--- src/sv/dfiir_pkg.sv ---
// Package for the second-order direct form II IIR filter.
// Widths, register indexes, sequencer states and multiply-accumulate controls.
// No dependencies.
`default_nettype none

package dfiir_pkg;

    localparam int ORDER     = 2;
    localparam int SAMP_W    = 16;
    localparam int COEF_W    = 18;
    localparam int DELAY_W   = 24;
    localparam int OPA_W     = 44;
    localparam int ACC_W     = 64;
    localparam int CFG_IDX_W = 3;
    localparam int REG_COUNT = 6;

    localparam logic [CFG_IDX_W-1:0] REG_INV_A0 = 3'd0;
    localparam logic [CFG_IDX_W-1:0] REG_A1     = 3'd1;
    localparam logic [CFG_IDX_W-1:0] REG_A2     = 3'd2;
    localparam logic [CFG_IDX_W-1:0] REG_B0     = 3'd3;
    localparam logic [CFG_IDX_W-1:0] REG_B1     = 3'd4;
    localparam logic [CFG_IDX_W-1:0] REG_B2     = 3'd5;

    localparam logic signed [COEF_W-1:0] COEF_ONE = 18'sd16384;

    typedef enum logic [3:0] {
        S_IDLE,
        S_FB0,
        S_FB1,
        S_FB2,
        S_SCALE,
        S_SAT_W,
        S_FF0,
        S_FF1,
        S_FF2,
        S_OUT
    } t_state;

    typedef struct packed {
        logic en;
        logic load;
        logic sub;
    } t_mac_ctl;

endpackage

`default_nettype wire

--- src/sv/direct_form_two_iir_filter.sv ---
// Second-order direct form II IIR filter, one shared multiply-accumulate unit.
// After accept the sequencer steps through FB0-FB2, SCALE, SAT_W, FF0-FF2 and OUT; OUT posts the result.
// One item at a time: the single multiplier does 7 products per item, and no new input is taken until it is posted.
// Input ready only while idle; a finished result waits in an output register.
// Reset (synchronous, active low): pass-through coefficients, delay line zero, no output.
`default_nettype none

module direct_form_two_iir_filter (
    input  wire                                      i_clk,
    input  wire                                      i_rst_n,
    input  wire                                      s_axis_tvalid,
    output logic                                     s_axis_tready,
    input  wire [15:0]                               s_axis_tdata,  // [15:0] in_sample
    output logic                                     m_axis_tvalid,
    input  wire                                      m_axis_tready,
    output logic [15:0]                              m_axis_tdata,  // [15:0] out_sample
    output logic                                     m_axis_tuser,  // [0] clipped
    input  wire                                      i_cfg_wr_en,
    input  wire [dfiir_pkg::CFG_IDX_W-1:0]           i_cfg_index,
    input  wire [dfiir_pkg::COEF_W-1:0]              i_cfg_data
);
    import dfiir_pkg::*;

    localparam logic signed [ACC_W-1:0] W_HALF = 64'sd134217728;
    localparam logic signed [ACC_W-1:0] W_MAX  = 64'sd8388607;
    localparam logic signed [ACC_W-1:0] W_MIN  = -64'sd8388608;
    localparam logic signed [ACC_W-1:0] Y_HALF = 64'sd8192;
    localparam logic signed [ACC_W-1:0] Y_MAX  = 64'sd32767;
    localparam logic signed [ACC_W-1:0] Y_MIN  = -64'sd32768;

    t_state r_state;
    t_state n_state;

    logic signed [COEF_W-1:0]  r_coef [REG_COUNT];
    logic signed [DELAY_W-1:0] r_delay [ORDER];
    logic signed [DELAY_W-1:0] d_last;
    logic signed [SAMP_W-1:0]  r_x;
    logic signed [DELAY_W-1:0] r_w;
    logic                      r_clip;
    logic                      r_out_valid;
    logic [SAMP_W-1:0]         r_out_data;
    logic                      r_out_clip;

    t_mac_ctl                  mac_ctl;
    logic signed [OPA_W-1:0]   op_a;
    logic signed [COEF_W-1:0]  op_b;
    logic signed [ACC_W-1:0]   acc;

    logic signed [ACC_W-1:0]   w_round;
    logic signed [DELAY_W-1:0] w_sat;
    logic                      w_clip;
    logic signed [ACC_W-1:0]   y_round;
    logic signed [SAMP_W-1:0]  y_sat;
    logic                      y_clip;
    logic                      out_free;

    dfiir_mac u_mac (
        .i_clk  (i_clk),
        .i_ctl  (mac_ctl),
        .i_op_a (op_a),
        .i_op_b (op_b),
        .o_acc  (acc)
    );

    assign d_last   = r_delay[ORDER-1];
    assign out_free = !r_out_valid || m_axis_tready;

    assign w_round = (acc + W_HALF) >>> 28;
    assign y_round = (acc + Y_HALF) >>> 14;

    always_comb begin
        if (w_round > W_MAX) begin
            w_sat  = W_MAX[DELAY_W-1:0];
            w_clip = 1'b1;
        end else if (w_round < W_MIN) begin
            w_sat  = W_MIN[DELAY_W-1:0];
            w_clip = 1'b1;
        end else begin
            w_sat  = w_round[DELAY_W-1:0];
            w_clip = 1'b0;
        end
        if (y_round > Y_MAX) begin
            y_sat  = Y_MAX[SAMP_W-1:0];
            y_clip = 1'b1;
        end else if (y_round < Y_MIN) begin
            y_sat  = Y_MIN[SAMP_W-1:0];
            y_clip = 1'b1;
        end else begin
            y_sat  = y_round[SAMP_W-1:0];
            y_clip = 1'b0;
        end
    end

    always_ff @(posedge i_clk) begin
        if (!i_rst_n) begin
            r_state <= S_IDLE;
        end else begin
            r_state <= n_state;
        end
    end

    always_comb begin
        n_state       = r_state;
        s_axis_tready = 1'b0;
        mac_ctl       = '0;
        op_a          = '0;
        op_b          = '0;
        case (r_state)
            S_IDLE: begin
                s_axis_tready = i_rst_n;
                if (s_axis_tvalid) begin
                    n_state = S_FB0;
                end
            end
            S_FB0: begin
                mac_ctl = '{en: 1'b1, load: 1'b1, sub: 1'b0};
                op_a    = {{(OPA_W-SAMP_W){r_x[SAMP_W-1]}}, r_x};
                op_b    = COEF_ONE;
                n_state = S_FB1;
            end
            S_FB1: begin
                mac_ctl = '{en: 1'b1, load: 1'b0, sub: 1'b1};
                op_a    = {{(OPA_W-DELAY_W){r_delay[0][DELAY_W-1]}}, r_delay[0]};
                op_b    = r_coef[REG_A1];
                n_state = (ORDER > 1) ? S_FB2 : S_SCALE;
            end
            S_FB2: begin
                mac_ctl = '{en: 1'b1, load: 1'b0, sub: 1'b1};
                op_a    = {{(OPA_W-DELAY_W){d_last[DELAY_W-1]}}, d_last};
                op_b    = r_coef[REG_A2];
                n_state = S_SCALE;
            end
            S_SCALE: begin
                mac_ctl = '{en: 1'b1, load: 1'b1, sub: 1'b0};
                op_a    = acc[OPA_W-1:0];
                op_b    = r_coef[REG_INV_A0];
                n_state = S_SAT_W;
            end
            S_SAT_W: begin
                n_state = S_FF0;
            end
            S_FF0: begin
                mac_ctl = '{en: 1'b1, load: 1'b1, sub: 1'b0};
                op_a    = {{(OPA_W-DELAY_W){r_w[DELAY_W-1]}}, r_w};
                op_b    = r_coef[REG_B0];
                n_state = S_FF1;
            end
            S_FF1: begin
                mac_ctl = '{en: 1'b1, load: 1'b0, sub: 1'b0};
                op_a    = {{(OPA_W-DELAY_W){r_delay[0][DELAY_W-1]}}, r_delay[0]};
                op_b    = r_coef[REG_B1];
                n_state = (ORDER > 1) ? S_FF2 : S_OUT;
            end
            S_FF2: begin
                mac_ctl = '{en: 1'b1, load: 1'b0, sub: 1'b0};
                op_a    = {{(OPA_W-DELAY_W){d_last[DELAY_W-1]}}, d_last};
                op_b    = r_coef[REG_B2];
                n_state = S_OUT;
            end
            S_OUT: begin
                if (out_free) begin
                    n_state = S_IDLE;
                end
            end
            default: begin
                n_state = S_IDLE;
            end
        endcase
    end

    always_ff @(posedge i_clk) begin
        if (!i_rst_n) begin
            r_coef[REG_INV_A0] <= COEF_ONE;
            r_coef[REG_A1]     <= '0;
            r_coef[REG_A2]     <= '0;
            r_coef[REG_B0]     <= COEF_ONE;
            r_coef[REG_B1]     <= '0;
            r_coef[REG_B2]     <= '0;
        end else if (i_cfg_wr_en && (i_cfg_index < CFG_IDX_W'(REG_COUNT))) begin
            r_coef[i_cfg_index] <= i_cfg_data;
        end
    end

    always_ff @(posedge i_clk) begin
        if (!i_rst_n) begin
            for (int i = 0; i < ORDER; i++) begin
                r_delay[i] <= '0;
            end
            r_out_valid <= 1'b0;
            r_clip      <= 1'b0;
        end else begin
            if (r_state == S_OUT && out_free) begin
                r_out_valid <= 1'b1;
            end else if (m_axis_tready) begin
                r_out_valid <= 1'b0;
            end
            case (r_state)
                S_IDLE: begin
                    if (s_axis_tvalid) begin
                        r_clip <= 1'b0;
                    end
                end
                S_SAT_W: begin
                    r_clip <= w_clip;
                end
                S_OUT: begin
                    if (out_free) begin
                        for (int i = ORDER - 1; i > 0; i--) begin
                            r_delay[i] <= r_delay[i-1];
                        end
                        r_delay[0] <= r_w;
                    end
                end
                default: begin
                end
            endcase
        end
    end

    always_ff @(posedge i_clk) begin
        if (r_state == S_IDLE && s_axis_tvalid) begin
            r_x <= s_axis_tdata;
        end
        if (r_state == S_SAT_W) begin
            r_w <= w_sat;
        end
        if (r_state == S_OUT && out_free) begin
            r_out_data <= y_sat;
            r_out_clip <= r_clip || y_clip;
        end
    end

    assign m_axis_tvalid = r_out_valid;
    assign m_axis_tdata  = r_out_data;
    assign m_axis_tuser  = r_out_clip;

    a_accept_starts: assert property (@(posedge i_clk) disable iff (!i_rst_n)
        s_axis_tvalid && s_axis_tready |=> r_state == S_FB0 && !r_clip)
        else $error("accepted item did not start the sequence");

    a_result_posted: assert property (@(posedge i_clk) disable iff (!i_rst_n)
        r_state == S_OUT && out_free |=> m_axis_tvalid && r_state == S_IDLE)
        else $error("finished item not posted to output");

    a_stall_holds: assert property (@(posedge i_clk) disable iff (!i_rst_n)
        r_state == S_OUT && !out_free |=> r_state == S_OUT && $stable(r_w))
        else $error("result lost while output stalled");

    a_busy_blocks: assert property (@(posedge i_clk) disable iff (!i_rst_n)
        r_state == S_FB0 |-> ##8 !s_axis_tready || ORDER < 2)
        else $error("input ready during item processing");

endmodule

`default_nettype wire

--- src/sv/dfiir_mac.sv ---
// Shared signed multiply-accumulate unit of the IIR filter.
// One 44 x 18 product per cycle while enabled, loaded, added to or subtracted from the accumulator.
// Depends on dfiir_pkg.
`default_nettype none

module dfiir_mac (
    input  wire                                     i_clk,
    input  wire dfiir_pkg::t_mac_ctl                i_ctl,
    input  wire logic signed [dfiir_pkg::OPA_W-1:0]  i_op_a,
    input  wire logic signed [dfiir_pkg::COEF_W-1:0] i_op_b,
    output logic signed [dfiir_pkg::ACC_W-1:0]      o_acc
);
    import dfiir_pkg::*;

    localparam int PROD_W = OPA_W + COEF_W;

    logic signed [PROD_W-1:0] prod;
    logic signed [ACC_W-1:0]  prod_ext;
    logic signed [ACC_W-1:0]  r_acc;
    logic signed [ACC_W-1:0]  n_acc;

    assign prod     = i_op_a * i_op_b;
    assign prod_ext = {{(ACC_W-PROD_W){prod[PROD_W-1]}}, prod};

    always_comb begin
        if (i_ctl.load) begin
            n_acc = prod_ext;
        end else if (i_ctl.sub) begin
            n_acc = r_acc - prod_ext;
        end else begin
            n_acc = r_acc + prod_ext;
        end
    end

    always_ff @(posedge i_clk) begin
        if (i_ctl.en) begin
            r_acc <= n_acc;
        end
    end

    assign o_acc = r_acc;

endmodule

`default_nettype wire

--- config.mk ---
export PLATFORM = sky130hd
export DESIGN_NAME = direct_form_two_iir_filter
export DESIGN_NICKNAME = d
export VERILOG_FILES = /design/src/sv/dfiir_pkg.sv /design/src/sv/direct_form_two_iir_filter.sv /design/src/sv/dfiir_mac.sv
export SDC_FILE = /design/constraint.sdc
export NUM_CORES = 2
export LEC_CHECK = 0
export BUFFER_PORTS_ARGS = -buffer_cell sky130_fd_sc_hd__buf_2
export CORE_AREA = 3 3 326 328
export CTS_BUF_LIST = sky130_fd_sc_hd__clkbuf_8
export CTS_CLUSTER_DIAMETER = 80
export CTS_CLUSTER_SIZE = 24
export DETAILED_ROUTE_END_ITERATION = 16
export DIE_AREA = 0 0 329 331
export PLACE_DENSITY_LB_ADDON = 0.12
export SETUP_SLACK_MARGIN = 0.3
export SLEW_MARGIN = 30
export SYNTH_ARGS = -nofsm -noshare
export SYNTH_HDL_FRONTEND = slang
export SYNTH_SLANG_ARGS = --single-unit
--- constraint.sdc ---
create_clock -name i_clk -period 12.4 [get_ports i_clk]
set_input_delay 2.48 -clock i_clk [delete_from_list [all_inputs] [get_ports i_clk]]
set_output_delay 2.48 -clock i_clk [all_outputs]
set_load 0.02 [all_outputs]
# Yosys cells after proc, flatten, opt, wreduce, memory -nomap -nowiden
# Memories as Yosys holds them, arrays and structs flattened.
# Cells that the tools add are included.
# word_totals
inputBits,42
elab_cells,82
ramBits,156
mem_count,2
reg_bits,127
# memory_table
memory,depth,width,read_ports,rd_clocked_by_memory_dff,wr,line_no,text
r_coef,6,18,6,0,6,direct_form_two_iir_filter.sv:34,logic signed [COEF_W-1:0] r_coef [REG_COUNT];
r_delay,2,24,2,0,2,direct_form_two_iir_filter.sv:35,logic signed [DELAY_W-1:0] r_delay [ORDER];
# classes
multipliers,1
bitwise,2
n_addsub,4
magnitude_cmp,5
eq_ne,11
n_reduce_logical,17
n_mux,32
# op_table
cell,n
$pmux 44 s5,1
$mux 64,2
$pmux 18 s7,1
$mux 24,3
$add 64x15->64 const B,1
$add 64x29->64 const B,1
$add 64x62->64,1
$sub 64x62->64,1
$mul 44x18->62,1
$gt 50x16->1 const B,1
$lt 50x16->1 const B,1
$pmux 4 s10,1
$gt 36x24->1 const B,1
$lt 36x24->1 const B,1
$mux 18,1
$reduce_or 18->1,1
$mux 1,17
$eq 4x3->1 const B,4
$mux 16,1
$pmux 3 s3,1
$eq 4x2->1 const B,2
$eq 4x4->1 const B,2
$mux 4,2
$reduce_or 2->1,4
other kinds (13),20

# Longest topological paths before layout
# logic_depth
ltp_word,7
mapped_depth,49

# By module
# A second synthesis with hierarchy kept.
# hier_totals
hier_cells,5154
hier_area_um2,46154.3
# modules_own_cells
module,n_inst,area_per_inst_um2,cells_each,seq_area_each_um2
dfiir_mac,1,34463.1,4054,1921.8
direct_form_two_iir_filter,1,11691.2,1100,6516.2

# Least setup slack after synthesis
# OpenSTA, ideal clock, no wires.
# synth_timing
kind,register to register
startpoint,register r_state[0]
endpoint,"register u_mac.r_acc[63], in the netlist u_mac.o_acc[63] (data pin)"
t_arrival_ns,11.116
n_path_buf,6
setup_time_ns,0.274
stages_incl_launch_ff,43
path_slack_ns,1.010
cell_sequence,dfxtp_1 -> buf_4 -> clkbuf_1 -> nor2b_1 -> nor3b_1 -> clkbuf_1 -> clkbuf_1 -> a22oi_1 -> nand2_1 -> nor2_1 -> fa_1 -> fa_1 -> fa_1 -> fa_1 -> fa_1 -> inv_1 -> fa_1 -> inv_1 -> [... 7 more ...] -> or4_1 -> or4_1 -> o21ai_0 -> xor2_1 -> ha_1 -> clkbuf_1 -> nand2_1 -> nor4b_1 -> nand4_1 -> a211oi_1 -> o21ai_0 -> nand3_1 -> o21ai_0 -> o41ai_1 -> o221ai_1 -> xnor2_1 -> mux2i_1 -> a221oi_2
# synth_via
elab_chain_len,7
word_cells_on_any_way,20
# synth_lines
element,line_no,text
from (decl),direct_form_two_iir_filter.sv:31,t_state r_state;
from (signal assigned),direct_form_two_iir_filter.sv:98,r_state <= n_state;
"$eq 4x4->1, or another cell as far along",direct_form_two_iir_filter.sv:108,case (r_state)
$reduce_or 2->1 (no line),n/a,
$pmux 44 s5,direct_form_two_iir_filter.sv:108,
$mul 44x18->62,dfiir_mac.sv:22,assign prod = i_op_a * i_op_b;
$add 64x62->64 or $sub 64x62->64 (tied branches),"dfiir_mac.sv:31, dfiir_mac.sv:29",
$mux 64,dfiir_mac.sv:28,end else if (i_ctl.sub) begin
$mux 64 (*),dfiir_mac.sv:26,if (i_ctl.load) begin
net u_mac.n_acc[63],dfiir_mac.sv:20,logic signed [ACC_W-1:0] n_acc;
to (signal assigned),dfiir_mac.sv:37,r_acc <= n_acc;
to (decl),dfiir_mac.sv:19,logic signed [ACC_W-1:0] r_acc;
# Mark *: on every way through the listed nets, which the timed path passes. The rest lies on a longest branch.
# A chain may end at the register's enable or synchronous reset.

# Worst setup path in the final report
# Ends and elaborated chain as after synthesis.

==> flow_summary.html <==
<table>
<tr><th>Metric</th><th>Value</th></tr>
<tr><th colspan="2">Route</th></tr>
<tr><td>Per-cell via count in the routed design</td><td>between 5 and 6</td></tr>
<tr><td>Length of the first detailed-routing pass in iterations</td><td>6</td></tr>
<tr><td>Vias</td><td>38.7k</td></tr>
<tr><td>DRC errors left</td><td>0</td></tr>
<tr><td>Residual antenna-violating net count after detailed routing</td><td>0</td></tr>
<tr><td>Number of DRC markers in iteration 0</td><td>roughly 3.7k</td></tr>
<tr><td>WL final</td><td>approximately 160000 um</td></tr>
<tr><td>Wire length per cell</td><td>23.3 um</td></tr>
<tr><th colspan="2">Clock tree</th></tr>
<tr><td>CTS H-tree lvls</td><td>1</td></tr>
<tr><td>Hold-fix buffers at CTS</td><td>0</td></tr>
<tr><td>Number of buffers on the longest clock path</td><td>3</td></tr>
<tr><td>CTS tree</td><td>built</td></tr>
<tr><td>Clock network latency to the later pin of the worst-skew pair</td><td>around 0.73 ns</td></tr>
<tr><td>CTS sink count</td><td>283</td></tr>
<tr><td>Total clock buffers created by CTS</td><td>24</td></tr>
<tr><td>Clock Tree Root</td><td>sky130_fd_sc_hd__clkbuf_8</td></tr>
<tr><td>Clock slew seen by the registers of the worst setup and hold paths</td><td>between 0.1 and 0.15 ns</td></tr>
<tr><th colspan="2">Synth</th></tr>
<tr><td>Mapped Nets</td><td>6332</td></tr>
<tr><td>Commonest cells in the synthesized netlist</td><td>913 x sky130_fd_sc_hd__inv_1, 763 x sky130_fd_sc_hd__nand2_1, 746 x sky130_fd_sc_hd__fa_1</td></tr>
<tr><td>#FFs+latches synth</td><td>approximately 280</td></tr>
<tr><td>Top-count cell post-synth</td><td>sky130_fd_sc_hd__inv_1</td></tr>
<tr><td>Mean Syn Cell Area</td><td>8.70 um^2</td></tr>
<tr><td>Count of yosys warnings during synthesis</td><td>0</td></tr>
<tr><td>Cells after synthesis</td><td>5333</td></tr>
<tr><td>Leading post-synthesis cells by cell area</td><td>sky130_fd_sc_hd__fa_1 32%, sky130_fd_sc_hd__edfxtp_1 18%, sky130_fd_sc_hd__inv_1 7.4%, sky130_fd_sc_hd__nand2_1 6.2%, sky130_fd_sc_hd__ha_1 5.7%</td></tr>
<tr><td>Count of different cell masters after synthesis</td><td>~100</td></tr>
<tr><td>Flip-flop cell with the highest count after synthesis</td><td>sky130_fd_sc_hd__edfxtp_1</td></tr>
<tr><td>Top cell type by total area after synthesis</td><td>sky130_fd_sc_hd__fa_1</td></tr>
<tr><td>Sequential fraction of the synthesis area</td><td>a little under a fifth</td></tr>
<tr><td>Fraction of registers with async set/reset</td><td>0%</td></tr>
<tr><td>Proportion of netlist area held by the largest area contributor</td><td>~32%</td></tr>
<tr><td>Synthesized area</td><td>~46000 um^2</td></tr>
<tr><td>Count of flip-flops with a built-in enable after synthesis</td><td>approximately 280</td></tr>
<tr><th colspan="2">Timing</th></tr>
<tr><td>Endpoints failing hold</td><td>0</td></tr>
<tr><td>Total count of max-transition violations in the final report</td><td>0</td></tr>
<tr><td>Setup_tns</td><td>0 ns</td></tr>
<tr><td>Highest attainable clock frequency</td><td>roughly 0.086 GHz</td></tr>
<tr><td>Setup Skew</td><td>about 0.13 ns</td></tr>
<tr><td>RSZ-0062 raised after global routing</td><td>no</td></tr>
<tr><td>Final setup vio count</td><td>0</td></tr>
<tr><td>Period utilization</td><td>a little over nine tenths</td></tr>
<tr><td>Worst hold margin</td><td>0.552 ns</td></tr>
<tr><td>Slew at the pin with the worst max-slew slack</td><td>around 1.0 ns</td></tr>
<tr><td>Minimum period implied by the final worst setup slack</td><td>~12 ns</td></tr>
<tr><td>Normalized max-slew margin</td><td>a little under a third</td></tr>
<tr><th colspan="2">Worst setup path</th></tr>
<tr><td>CP Max Fanout</td><td>39</td></tr>
<tr><td>Biggest cell delay along the critical path</td><td>~0.62 ns</td></tr>
<tr><td>Classification of the worst setup path</td><td>reg -&gt; reg</td></tr>
<tr><td>CP dominant cell by count</td><td>sky130_fd_sc_hd__fa_1</td></tr>
<tr><td>Terminus of the critical flop-to-flop path</td><td>u_mac.o_acc[63]</td></tr>
<tr><td>Crit. End Element</td><td>register</td></tr>
<tr><td>Req. time, crit path</td><td>~13 ns</td></tr>
<tr><td>CP startpoint kind</td><td>register</td></tr>
<tr><td>Register-to-register setup slack</td><td>0.76 ns</td></tr>
<tr><td>Master of the slowest instance on the critical path</td><td>sky130_fd_sc_hd__or4_4</td></tr>
<tr><td>Data arrival, critical path</td><td>roughly 12 ns</td></tr>
<tr><td>Depth of the worst register-to-register path</td><td>42</td></tr>
<tr><td>Reg-to-Reg Start</td><td>r_state[0]</td></tr>
<tr><th colspan="2">Min path</th></tr>
<tr><td>WHS Path Cells</td><td>2</td></tr>
<tr><td>Path class of the lowest-slack min-delay path</td><td>reg -&gt; reg</td></tr>
<tr><td>Worst min-delay path endpoint</td><td>m_axis_tuser</td></tr>
<tr><td>Startpoint of the most critical hold path</td><td>r_clip</td></tr>
<tr><th colspan="2">Floorplanning</th></tr>
<tr><td>Floorplan die area</td><td>~110000 um^2</td></tr>
<tr><td>Die boundary width</td><td>approximately 330 um</td></tr>
<tr><td>Std-Cell Rows</td><td>between 100 and 150</td></tr>
<tr><td>Initial Util</td><td>between 40% and 50%</td></tr>
<tr><td>Ports placed on the boundary</td><td>61</td></tr>
<tr><td>Die Ht</td><td>~330 um</td></tr>
<tr><td>Area of the placeable core</td><td>a little over 100000 um^2</td></tr>
<tr><th colspan="2">Place</th></tr>
<tr><td>Routability Congestion</td><td>approximately 0.97</td></tr>
<tr><td>Count of input and output buffers</td><td>60</td></tr>
<tr><td>Half-perimeter wire length after placement</td><td>about 130000 um</td></tr>
<tr><th colspan="2">Cells and area</th></tr>
<tr><td>Relative area change from synthesis to final layout</td><td>9.47%</td></tr>
<tr><td>Nets@finish</td><td>about 6.4k</td></tr>
<tr><td>Multi-input gate area in the final layout</td><td>34000 um^2</td></tr>
<tr><td>Register Area</td><td>about 8400 um^2</td></tr>
<tr><td>Number of fill cells in the layout</td><td>10.1k</td></tr>
<tr><td>Share of final-layout standard cells stronger than drive strength 1</td><td>between 10% and 20%</td></tr>
<tr><th colspan="2">GRT</th></tr>
<tr><td>First-pass GRT wire length</td><td>around 240000 um</td></tr>
<tr><td>GRT Overall Usage</td><td>roughly 30%</td></tr>
<tr><td>Initial antenna violation count</td><td>2</td></tr>
<tr><td>Maximum number of pins on one net before global-route repair</td><td>67</td></tr>
<tr><td>Via count of the first global-routing pass</td><td>between 30k and 40k</td></tr>
<tr><td>Total grt overflow</td><td>0</td></tr>
<tr><th colspan="2">Run status</th></tr>
<tr><td>Run status</td><td>complete, no violations</td></tr>
<tr><th colspan="2">Job</th></tr>
<tr><td>Max-Cap Viols</td><td>0</td></tr>
</table>
==> routing by layer <==
metal	part of all wire, %	up-vias	GRT usage [%]	wire, um
li1	-	17300	-	-
met3	9.2	207	4.81	14600
met1	45	19500	44.6	71300
met5	0	-	0	0
met4	2.9	0	6.90	4610
met2	43	1616	44.4	68400
==> final cells by class <==
cell class	count	share of cell area [%]
Tap cell	1380	3.40
Sequential cell	283	16.6
Multi-Input combinational cell	3849	67.0
Clock buffer	25	0.678
Inverter	913	6.75
Timing Repair Buffer	336	5.16
Clock inverter	16	0.384
Antenna cell	3	0.0148
==> critical path: cells and delay by family (launching register included) <==
family	cells	cell delay, ns
xor gates and xnor gates	3	0.72
and+or+nand+nor	15	3.46
adders and majority gates	8	3.80
AOI/OAI and AO/OA	9	2.06
DFF	1	0.45
buffers and inverters	7	0.75
==> what timing repair did <==
item,4_1_cts,5_1_grt
hold endpoints to repair,0,0
pin swaps,7,28
setup buffers,9,35
endpoints found under the setup margin,8,14
cloned,1,1
gates resized for setup,50,110
==> registers in the layout (all words and copies together), names as in the netlist <==
| signal | count |
|---|---|
| m_axis_tdata | 16 |
| m_axis_tuser | 1 |
| r_x | 16 |
| r_w | 24 |
| r_coef | 108 |
| u_mac.o_acc | 64 |
| r_state | 4 |
| r_clip | 1 |
| m_axis_tvalid | 1 |
| r_delay | 48 |
==> how the worst max path moves through the flow <==
| stage | startpoint | end | cells past startpoint |
|---|---|---|---|
| after floorplan | r_state[0] | u_mac.o_acc[63] | 42 |
| after global placement | r_state[1] | u_mac.o_acc[63] | 40 |
| after detailed placement | r_state[1] | u_mac.o_acc[63] | 39 |
| after CTS | r_state[2] | u_mac.o_acc[63] | 45 |
| after global routing | r_state[0] | u_mac.o_acc[63] | 44 |
| final | r_state[0] | u_mac.o_acc[63] | 42 |
==> stage by stage <==
step                      util, %  cells  instance area, um^2  setup slack [ns]
after floorplan                 -   5333                46400              1.01
final                        49.1   6805                50800             0.763
after CTS                    48.3   6766                50000             0.373
after global placement       47.6   6714                49200             0.117
after global routing         49.1   6803                50800             0.283
after detailed placement     47.6   6715                49200            0.0151
==> placed cells by master (no fill, tap or decap), types with 13 or more instances in the layout <==
cell type                  instances
sky130_fd_sc_hd__inv_1           913
sky130_fd_sc_hd__nand2_1         751
sky130_fd_sc_hd__fa_1            744
sky130_fd_sc_hd__nor2_1          568
sky130_fd_sc_hd__edfxtp_1        277
sky130_fd_sc_hd__buf_4           245
sky130_fd_sc_hd__a21oi_1         220
sky130_fd_sc_hd__ha_1            204
sky130_fd_sc_hd__o21ai_0         158
sky130_fd_sc_hd__xnor2_1         131
sky130_fd_sc_hd__xor2_1           91
sky130_fd_sc_hd__a21o_1           88
sky130_fd_sc_hd__and3_1           77
sky130_fd_sc_hd__nand3_1          64
sky130_fd_sc_hd__nand4_1          61
sky130_fd_sc_hd__buf_2            60
sky130_fd_sc_hd__nor3_1           40
sky130_fd_sc_hd__a22oi_1          36
sky130_fd_sc_hd__a31oi_1          32
sky130_fd_sc_hd__o21a_1           28
sky130_fd_sc_hd__and2_1           26
sky130_fd_sc_hd__clkbuf_8         25
sky130_fd_sc_hd__o211ai_1         22
sky130_fd_sc_hd__mux2_2           21
sky130_fd_sc_hd__nand2b_1         20
sky130_fd_sc_hd__o21bai_1         20
sky130_fd_sc_hd__or3_1            19
sky130_fd_sc_hd__a211oi_1         18
sky130_fd_sc_hd__o31ai_1          18
sky130_fd_sc_hd__nor4_1           17
sky130_fd_sc_hd__buf_12           15
sky130_fd_sc_hd__a222oi_1         14
sky130_fd_sc_hd__and4_1           14
sky130_fd_sc_hd__a221o_1          14
sky130_fd_sc_hd__o21ai_1          14
sky130_fd_sc_hd__buf_6            14
sky130_fd_sc_hd__nand2_2          13
sky130_fd_sc_hd__or2_2            13
==> cell families after synthesis <==
family                   count (synthesis)  synth area share, %
multiplexers                            34                0.793
buffers and inverters                 1203                 9.79
AND/OR/NAND/NOR                       1799                 17.2
adder cells (fa/ha/maj)                957                 37.9
XOR/XNOR                               225                 4.28
flip-flops                             283                 18.2
AO/OA/AOI/OAI                          832                 11.9
Power is left out: the tool's default activity adds up to more than one toggle a clock period on the data nets, which glitch-free logic cannot reach.
